## src/sv/amq_pkg.sv

```systemverilog
// Shared types and constants for the array min priority queue.
// Used by amq_ctrl, amq_dpath and array_min_priority_queue; depends on nothing.
`default_nettype none

package amq_pkg;

  localparam int DEF_MAX_VERTICES = 256;
  localparam int DEF_WEIGHT_BITS  = 32;

  localparam int MODE_W   = 3;
  localparam int STATUS_W = 2;
  localparam int APB_AW   = 3;
  localparam int APB_DW   = 32;

  // Operation codes carried in the request.
  localparam logic [MODE_W-1:0] MODE_INSERT   = 3'd0;
  localparam logic [MODE_W-1:0] MODE_DECREASE = 3'd1;
  localparam logic [MODE_W-1:0] MODE_DELETE   = 3'd2;
  localparam logic [MODE_W-1:0] MODE_READ     = 3'd3;
  localparam logic [MODE_W-1:0] MODE_CLEAR    = 3'd4;

  // Per-vertex status codes.
  localparam logic [STATUS_W-1:0] ENT_UNSEEN = 2'd0;
  localparam logic [STATUS_W-1:0] ENT_FRINGE = 2'd1;
  localparam logic [STATUS_W-1:0] ENT_TREE   = 2'd2;

  // Register index of vertex_count (paddr bit 2 and up).
  localparam logic [APB_AW-3:0] REG_VERTEX_COUNT = 1'b0;

  typedef enum logic [2:0] {
    ST_IDLE,
    ST_DISPATCH,
    ST_SCAN,
    ST_DRAIN,
    ST_FIND,
    ST_EXEC
  } state_e;

  // Controller to datapath.
  typedef struct packed {
    logic accept;
    logic issue_req;
    logic issue_min;
    logic scan_start;
    logic scan_step;
    logic scan_done;
    logic exec;
  } cmd_t;

  // Datapath to controller.
  typedef struct packed {
    logic needs_scan;
    logic use_cache;
    logic scan_last;
    logic out_free;
  } sts_t;

endpackage

`default_nettype wire

```

## src/sv/amq_ctrl.sv

```systemverilog
// Sequencing state machine of the priority queue.
// Depends on amq_pkg; drives amq_dpath through amq_pkg::cmd_t.
`default_nettype none

module amq_ctrl (
  input  wire logic          clk_i,
  input  wire logic          rst_ni,
  input  wire logic          req_valid_i,
  output logic               req_ready_o,
  input  wire amq_pkg::sts_t sts_i,
  output amq_pkg::cmd_t      cmd_o
);

  amq_pkg::state_e state_q, state_d;

  always_ff @(posedge clk_i or negedge rst_ni) begin
    if (!rst_ni) begin
      state_q <= amq_pkg::ST_IDLE;
    end else begin
      state_q <= state_d;
    end
  end

  always_comb begin
    state_d = state_q;
    case (state_q)
      amq_pkg::ST_IDLE: begin
        if (req_valid_i) state_d = amq_pkg::ST_DISPATCH;
      end
      amq_pkg::ST_DISPATCH: begin
        state_d = sts_i.needs_scan ? amq_pkg::ST_SCAN : amq_pkg::ST_EXEC;
      end
      amq_pkg::ST_SCAN: begin
        if (sts_i.scan_last) state_d = amq_pkg::ST_DRAIN;
      end
      amq_pkg::ST_DRAIN: state_d = amq_pkg::ST_FIND;
      // The cached minimum is now valid, so dispatch again to read it.
      amq_pkg::ST_FIND:  state_d = amq_pkg::ST_DISPATCH;
      amq_pkg::ST_EXEC: begin
        if (sts_i.out_free) state_d = amq_pkg::ST_IDLE;
      end
      default: state_d = amq_pkg::ST_IDLE;
    endcase
  end

  always_comb begin
    cmd_o       = '0;
    req_ready_o = 1'b0;
    case (state_q)
      amq_pkg::ST_IDLE: begin
        req_ready_o   = 1'b1;
        cmd_o.accept  = req_valid_i;
      end
      amq_pkg::ST_DISPATCH: begin
        cmd_o.scan_start = sts_i.needs_scan;
        cmd_o.issue_min  = !sts_i.needs_scan && sts_i.use_cache;
        cmd_o.issue_req  = !sts_i.needs_scan && !sts_i.use_cache;
      end
      amq_pkg::ST_SCAN:  cmd_o.scan_step = 1'b1;
      amq_pkg::ST_DRAIN: cmd_o           = '0;
      amq_pkg::ST_FIND:  cmd_o.scan_done = 1'b1;
      amq_pkg::ST_EXEC:  cmd_o.exec      = sts_i.out_free;
      default:           cmd_o           = '0;
    endcase
  end

endmodule

`default_nettype wire

```

## config.mk

```make
export PLATFORM = sky130hd
export DESIGN_NAME = amq_ctrl
export DESIGN_NICKNAME = d
export VERILOG_FILES = /design/src/sv/amq_pkg.sv /design/src/sv/amq_ctrl.sv
export SDC_FILE = /design/constraint.sdc
export NUM_CORES = 1
export LEC_CHECK = 0
export BUFFER_PORTS_ARGS = -buffer_cell sky130_fd_sc_hd__buf_2
export CELL_PAD_IN_SITES_DETAIL_PLACEMENT = 1
export CELL_PAD_IN_SITES_GLOBAL_PLACEMENT = 2
export CORE_AREA = 3 3 40 42
export CTS_CLUSTER_SIZE = 8
export DETAILED_ROUTE_END_ITERATION = 10
export DIE_AREA = 0 0 43 45
export GPL_TIMING_DRIVEN = 0
export PLACE_DENSITY_LB_ADDON = 0.3
export SETUP_SLACK_MARGIN = 0.5
export SYNTH_ARGS = -nofsm -noshare
export SYNTH_HDL_FRONTEND = slang
export SYNTH_SLANG_ARGS = --single-unit
```

## constraint.sdc

```tcl
create_clock -name clk_i -period 1.1 [get_ports clk_i]
set_input_delay 0 -clock clk_i [delete_from_list [all_inputs] [get_ports clk_i]]
set_output_delay 0 -clock clk_i [all_outputs]
set_load 0.005 [all_outputs]
```

==> impl_metrics.yaml, run 1 <==
routing:
  finalWirelength_um: 840
  dr_total_vias: 300
  routedWlPerCell_um: 12.00
  avgViaCountPerCell: 4.286
  drtPass1Iterations: 3
  dr.first_iter.drc_count: 3
  drc_errors: 0
  ant_nets: 0
placed_design:
  gp_congestion: 0.6878
  place_area_sq_um: 336.6
  hpwl_um: 526.5
  io_buffers: 14
  place_ws_ps: 7.097
floorplanning:
  core_sq_um: 1285
  rows: 13
  start_util: 0.1694
  die_w_um: 43
  die-area_sq_um: 1935
  fp.dieH_um: 45
  ios: 15
cells_and_area:
  area_growth_syn_to_layout_pct: 131.6
  final_area_sq_um: 504.2
  multi_input_area_sq_um: 190.2
  drive_gt1_frac: 0.7273
  final_common_cell: "buf_2"
  final_nets: 63
  top_regs: "state_q: 3 flops"
  layout_common_cells: "buf_2, buf_4, buf_6, clkbuf_4"
  diodes: 0
  regArea_sq_um: 77.57
  fillers: 164
  largest_reg_flops: 3
  top_register: "state_q"
  final_util: 0.3924
global_routing:
  grt_usage: 0.09532
  grt_pass1_wl_um: 1352
  overflow: 0
  antenna_found_initial: 0
  grt_pass1_vias: 298
  grt_max_degree: 11
run_status:
  outcome: "complete, but fails checks"
  violations: "negative hold slack, negative setup slack"
timing:
  hold_viol: 1
  drv_slew: 0
  finalSetupViolations: 9
  slew_headroom: 0.8652
  holdWs_ps: -13.73
  finalCritPeriodShare: 1.141
  fin_skew_ps: 4.769
  rsz0062_at_grt: "yes"
  setup_ws_ps: -155.1
  worst_pin_slew_ps: 200.3
  final.min_clock_period_ps: 1255
  fmax_mhz: 796.7
setup_path:
  required_ps: 1100
  cp_top_family: "simple AND/OR/NAND/NOR gates"
  worstPathCellList: "nand2b_4, nor3_4, and2_4, buf_6"
  cp.depth: 4
  cp.arrival_ps: 1260
  cp-start-kind: "register"
  cp_slowest_cell: "dfrtp_2"
  crit_fanout: 4
  critical_path_buf_inv_count: 1
  path_class: "register to output pin"
  slowest_delay_ps: 420
  reg2reg_depth: 5
  end_kind: "output pin"
cts:
  clock_sinks: 3
  clkTransAtPathRegs_ps: 40
  cts_made_buffers: 3
  cts_tree: "done"
  clock_latency_ps: 230
  h-tree-depth: 1
  cts_root_buf: "clkbuf_4"
  clk_path_buf_depth: 2
synth:
  yosys.area_share.adder: 0
  muxShareOfSynthArea: 0
  synth_top_family_by_area: "simple AND/OR/NAND/NOR gates"
  netlist_area_sq_um: 217.7
  synthCells: 25
  ys_seq_area_frac: 0.3448
  synth_top_area_frac: 0.3448
  synth_area_leaders: "dfrtp_1, nor3b_1, and2_1"
  synth_compound_area_frac: 0.1264
  yosys.area_share.simple: 0.4770
  synth_cell_types: 18
  synth-xor-area-share: 0
  ys_ff_latch: 3
  synth.avg_cell_area_sq_um: 8.708
  syn_nets: 32
  yosys_warnings: 0
  post-synth-top-area-cell: "dfrtp_1"
pwr:
  irDropWorstVdd_mv: 1.027
  leakagePower_nw: 0.2542
  p_per_area_nw_per_um2: 2697
worst_hold_path:
  hold_path.class: "input pin to register"
  whs_path_depth: 2
flow_run:
  cap_violations: 0
-- Yosys cell counts --
master / n
nand2_1: 1
and2_2: 1
and2b_2: 1
nor3b_1: 2
o22ai_1: 1
and3_1: 1
or2b_1: 1
a211oi_1: 1
and2_1: 2
nor2_1: 2
nor2b_1: 1
a21oi_1: 1
nor3_1: 2
dfrtp_1: 3
nand2b_1: 2
nor4_1: 1
buf_6: 1
a211o_1: 1
-- cells by family after synthesis --
group	count (synthesis)
compound gates	4
buf+inv	1
flops	3
simple gates	17
-- path summary, 6_finish.rpt --
path                       startpoint          to  slack (ps)
hold reg to reg            state_q[2]  state_q[1]         590
hold / removal               sts_i[1]  state_q[0]         -10
min in group asynchronous      rst_ni  state_q[2]          80
setup / recovery           state_q[1]    cmd_o[4]        -160
max in group asynchronous      rst_ni  state_q[0]         900
setup reg to reg           state_q[1]  state_q[2]         -60
-- routing by layer --
metal / track usage / vias to the layer above / wire length, um
met5: 0 / - / 0
met4: 0.07229 / 0 / 16
met3: 0.02789 / 2 / 46
met2: 0.1557 / 10 / 449
met1: 0.1049 / 139 / 327
li1: - / 149 / -
-- report_power, final --
group,switching [mW],internal [mW],leakage [nW]
clock,0.0588,0.136,0.0150
combinational,0.355,0.557,0.204
sequential,0.0844,0.168,0.0357
-- through the flow --
step           TNS (ps)  total power, mW  cells
5_1_grt           -1343            1.491     70
6_report         -622.3            1.360     70
3_5_place_dp          0           0.7696     54
4_1_cts          -536.3            1.108     63
3_3_place_gp          0           0.7583     54
2_1_floorplan         0           0.5960     25
-- repair_timing --
item | 4_1_cts | 5_1_grt
buffers inserted | 4 | 6
hold buffers | 1 | 0
pin swaps | 3 | 3
endpoints found under the hold margin | 4 | 0
cloned | 0 | 1
endpoints found under the setup margin | 11 | 11
gates resized for setup | 4 | 8
-- final cells by class --
| class | instances | share of cell area |
|---|---|---|
| plain buffers | 1 | 0.02233 |
| repair buffers | 26 | 0.3573 |
| flip-flops and latches | 3 | 0.1538 |
| multi-input cells | 21 | 0.3772 |
| clock buffers | 4 | 0.05211 |
| well taps | 15 | 0.03722 |
-- worst register-to-register path: stages, from the launching register on --
cell	delay (ps)
dfrtp_2	420
buf_4	150
buf_4	140
nor2b_1	100
o22ai_1	80
and2_1	160
(Power assumes the default switching activity.)
==> run 2: changes to the inputs <==
--- a/config.mk
+++ b/config.mk
@@ -9,6 +9,7 @@
 export CELL_PAD_IN_SITES_DETAIL_PLACEMENT = 1
 export CELL_PAD_IN_SITES_GLOBAL_PLACEMENT = 2
 export CORE_AREA = 3 3 40 42
+export CTS_BUF_LIST = sky130_fd_sc_hd__clkbuf_8
 export CTS_CLUSTER_SIZE = 8
 export DETAILED_ROUTE_END_ITERATION = 10
 export DIE_AREA = 0 0 43 45
==> impl_metrics.yaml, run 2 (synthesis gave the netlist of run 1 again) <==
pwr:
  irDropWorstVdd_mv: 0.9457
  p_per_area_nw_per_um2: 2830
  leakagePower_nw: 0.2586
routing:
  ant_nets: 0
  drc_errors: 0
  routedWlPerCell_um: 12.96
  dr.first_iter.drc_count: 3
  drtPass1Iterations: 2
  dr_total_vias: 301
  finalWirelength_um: 894
  avgViaCountPerCell: 4.362
worst_hold_path:
  whs_path_depth: 2
  hold_path.class: "input pin to register"
  holdPathEnd: "state_q[0]"
  hp-start: "sts_i[1]"
setup_path:
  cp.arrival_ps: 1240
  cp-start-kind: "register"
  cp_slowest_cell: "dfrtp_2"
  cp_top_family: "simple AND/OR/NAND/NOR gates"
  end_kind: "output pin"
  worstPathCellList: "nand2b_4, nor3_4, and2_4, buf_6"
  reg2reg_from: "state_q[1]"
  reg2reg_slack_ps: -90
  crit_fanout: 4
  critical_path_buf_inv_count: 1
  slowest_delay_ps: 410
  required_ps: 1100
  path_class: "register to output pin"
  reg2reg_depth: 5
  r2r_end: "state_q[2]"
floorplanning:
  die_w_um: 43
  fp.dieH_um: 45
  start_util: 0.1694
  rows: 13
  ios: 15
  die-area_sq_um: 1935
  core_sq_um: 1285
cells_and_area:
  area_growth_syn_to_layout_pct: 131.6
  diodes: 0
  final_util: 0.3924
  largest_reg_flops: 3
  final_common_cell: "buf_2"
  top_register: "state_q"
  final_nets: 62
  top_regs: "state_q: 3 flops"
  layout_common_cells: "buf_2, buf_4, buf_6, clkbuf_8"
  drive_gt1_frac: 0.7222
timing:
  final.min_clock_period_ps: 1244
  fmax_mhz: 804.0
  worst_pin_slew_ps: 199.8
  drv_slew: 0
  slew_headroom: 0.8656
  hold_viol: 0
  fin_skew_ps: 2.433
  setup_ws_ps: -143.8
  finalSetupViolations: 8
  finalCritPeriodShare: 1.131
  rsz0062_at_grt: "yes"
cts:
  clk_path_buf_depth: 2
  h-tree-depth: 1
  cts_made_buffers: 3
  cts_root_buf: "clkbuf_8"
  clock_sinks: 3
  cts_tree: "done"
  clock_latency_ps: 220
  clkTransAtPathRegs_ps: 30
run_status:
  outcome: "complete, but fails checks"
  violations: "negative setup slack"
placed_design:
  gp_congestion: 0.6878
  io_buffers: 14
  place_ws_ps: 7.097
  hpwl_um: 526.5
global_routing:
  grt_pass1_wl_um: 1373
  overflow: 0
  antenna_found_initial: 0
  grt_pass1_vias: 301
  grt_max_degree: 11
  grt_usage: 0.09866
flow_run:
  cap_violations: 0
==> run 2: how the worst max path moves through the flow <==
stage	startpoint	endpoint	cells past startpoint
floorplan	state_q[1]	state_q[0]	3
global placement	state_q[2]	state_q[0]	3
detailed placement	state_q[2]	state_q[0]	3
CTS	state_q[1]	cmd_o[4]	4
global route	state_q[1]	cmd_o[4]	4
finish	state_q[1]	cmd_o[4]	4
==> run 2: cell type report <==
| cell class | instances | area, sq um |
|---|---|---|
| sequential | 3 | 77.57 |
| tap | 15 | 18.77 |
| clock buffer | 3 | 41.29 |
| buffer | 1 | 11.26 |
| clock inverter | 1 | 3.754 |
| timing repair buffer | 25 | 166.4 |
| fill | 159 | 780.7 |
| multi-input combinational | 21 | 185.2 |
==> run 2: metal layers <==
| metal | vias to the layer above | track usage | share of wire |
|---|---|---|---|
| met5 | - | 0 | 0 |
| met4 | 0 | 0.09036 | 0.031 |
| met3 | 4 | 0.02789 | 0.055 |
| met2 | 11 | 0.1557 | 0.53 |
| met1 | 138 | 0.1073 | 0.39 |
| li1 | 148 | - | - |
==> run 2: timing repair <==
item,in CTS,in global routing
gates cloned,0,1
endpoints found under the setup margin,11,11
endpoints found under the hold margin,4,0
hold buffers,1,0
buffers inserted,4,5
pin swaps,3,3
resized for setup,4,5
==> run 2: where the power goes <==
part	switching [mW]	total (mW)	internal, mW
registers	0.0802	0.249	0.169
clock network	0.0777	0.316	0.238
logic	0.351	0.863	0.512
==> run 2: per-stage QoR <==
stage	power (mW)	setup TNS (ps)	instance area (sq um)	hold slack (ps)	std cells
after CTS	1.229	-395.1	439.2	-1.472	63
final	1.427	-492.2	504.2	1.185	69
after floorplan	0.5960	0	247.7	-295.6	25
after global routing	1.550	-1041	504.2	25.91	69
after detailed placement	0.7696	0	336.6	-202.2	54
after global placement	0.7583	0	336.6	-203.5	54
==> run 3: changes to the inputs <==
--- a/config.mk
+++ b/config.mk
@@ -19,3 +19,4 @@
 export SYNTH_ARGS = -nofsm -noshare
 export SYNTH_HDL_FRONTEND = slang
 export SYNTH_SLANG_ARGS = --single-unit
+export TNS_END_PERCENT = 5
==> impl_metrics.yaml, run 3 (synthesis gave the netlist of run 1 again) <==
setup_path:
  reg2reg_slack_ps: -120
  cp-start-kind: "register"
  end_kind: "register"
  required_ps: 1200
  cp.arrival_ps: 1320
  cp_top_family: "flip-flops"
  critical_path_buf_inv_count: 2
  cp_slowest_cell: "dfrtp_2"
  slowest_delay_ps: 430
  worstPathCellList: "buf_4, buf_4, nor2b_2, o22ai_1, and2_1"
  crit_fanout: 5
  r2r_end: "state_q[2]"
  reg2reg_depth: 5
  cpMostUsedCell: "buf_4"
  path_class: "register to register"
  reg2reg_from: "state_q[1]"
routing:
  dr_total_vias: 258
  dr.first_iter.drc_count: 0
  finalWirelength_um: 779
  drc_errors: 0
  ant_nets: 0
  avgViaCountPerCell: 4.230
  drtPass1Iterations: 1
  routedWlPerCell_um: 12.77
cells_and_area:
  final_nets: 54
  final_common_cell: "buf_2"
  final_area_sq_um: 429.2
  top_register: "state_q"
  drive_gt1_frac: 0.6522
  largest_reg_flops: 3
  final_util: 0.3340
  layout_common_cells: "buf_2, clkbuf_8"
  fillers: 160
  top_regs: "state_q: 3 flops"
  diodes: 0
  area_growth_syn_to_layout_pct: 97.13
pwr:
  p_clk_frac: 0.266
  total_power_mw: 1.169
  seq_power_share: 0.210
  p_switching_mw: 0.4295
  power.internal_mw: 0.7394
  leakagePower_nw: 0.2128
  p_per_area_nw_per_um2: 2724
  p_sw_frac: 0.3675
  irDropWorstVdd_mv: 1.004
  power_frac_comb: 0.525
worst_hold_path:
  hp-start: "sts_i[1]"
  whs_path_depth: 2
  hold_path.class: "input pin to register"
  holdPathEnd: "state_q[0]"
floorplanning:
  die-area_sq_um: 1935
  fp.dieH_um: 45
  die_w_um: 43
  rows: 13
  start_util: 0.1694
  core_sq_um: 1285
  ios: 15
global_routing:
  overflow: 0
  grt_pass1_vias: 289
  grt_pass1_wl_um: 1193
  grt_usage: 0.08848
  antenna_found_initial: 0
  grt_max_degree: 11
cts:
  h-tree-depth: 1
  clock_latency_ps: 220
  clk_path_buf_depth: 2
  cts_root_buf: "clkbuf_8"
  cts_made_buffers: 3
  cts_tree: "done"
  clkTransAtPathRegs_ps: 30
  clock_sinks: 3
timing:
  fmax_mhz: 819.9
  fin_skew_ps: 1.428
  final.min_clock_period_ps: 1220
  finalCritPeriodShare: 1.109
  drv_slew: 0
  rsz0062_at_grt: "yes"
  finalSetupViolations: 8
  hold_viol: 0
  slew_headroom: 0.8197
  worst_pin_slew_ps: 268.8
  setup_ws_ps: -119.7
placed_design:
  hpwl_um: 502.7
  gp_congestion: 0.7269
  io_buffers: 14
  place_area_sq_um: 336.6
run_status:
  violations: "negative setup slack"
  outcome: "complete, but fails checks"
flow_run:
  cap_violations: 0
-- run 3: worst max-delay path by stage --
stage                from          to  cells past startpoint
2_1_floorplan  state_q[1]  state_q[0]                      3
3_3_place_gp   state_q[2]  state_q[0]                      3
3_5_place_dp   state_q[2]  state_q[0]                      3
4_1_cts        state_q[1]    cmd_o[4]                      4
5_1_grt        state_q[1]  state_q[2]                      5
6_report       state_q[1]  state_q[2]                      5
-- run 3: power by group through the flow --
stage	combinational, mW	sequential [mW]	clock (mW)
CTS	0.586	0.246	0.322
global route	0.675	0.258	0.332
global placement	0.505	0.255	0
detailed placement	0.512	0.257	0
finish	0.613	0.245	0.310
floorplan	0.360	0.237	0
-- run 3: final cells by class --
| type | count | area (sq um) | area share |
|---|---|---|---|
| multi-input combinational | 21 | 175.2 | 0.4082 |
| clock buffer | 3 | 41.29 | 0.09621 |
| timing repair buffer | 17 | 101.3 | 0.2362 |
| sequential | 3 | 77.57 | 0.1808 |
| clock inverter | 1 | 3.754 | 0.008746 |
| tap | 15 | 18.77 | 0.04373 |
| buffer | 1 | 11.26 | 0.02624 |
-- run 3: layer usage --
metal / track usage / vias to the layer above / routed length [um]
met5: 0 / - / 0
met4: 0.09036 / 0 / 18
met3: 0.01195 / 2 / 50
met2: 0.1587 / 10 / 428
met1: 0.08495 / 115 / 282
li1: - / 131 / -
-- run 3: stage by stage --
stage	TNS, ps	hold slack (ps)	instances	worst slack (ps)
4_1_cts	-515.8	6.897	61	-109.4
3_3_place_gp	0	-203.4	54	9.957
3_5_place_dp	0	-202.2	54	9.975
6_report	-465.7	6.581	61	-119.7
5_1_grt	-1000	25.46	61	-178.5
2_1_floorplan	0	-295.6	25	129.9
-- run 3: repair_timing --
action	CTS	global route
setup buffers	2	0
setup endpoints to repair	11	11
resized for setup	1	4
endpoints found under the hold margin	3	0
hold buffers	1	0
pin swaps	3	1
-- run 3: worst register-to-register path: cells and delay by family (launching register included) --
kind / cells / cell delay (ps)
AO/OA/AOI/OAI: 1 / 110
buffers and inverters: 2 / 290
flip-flops: 1 / 430
AND/OR/NAND/NOR: 2 / 280
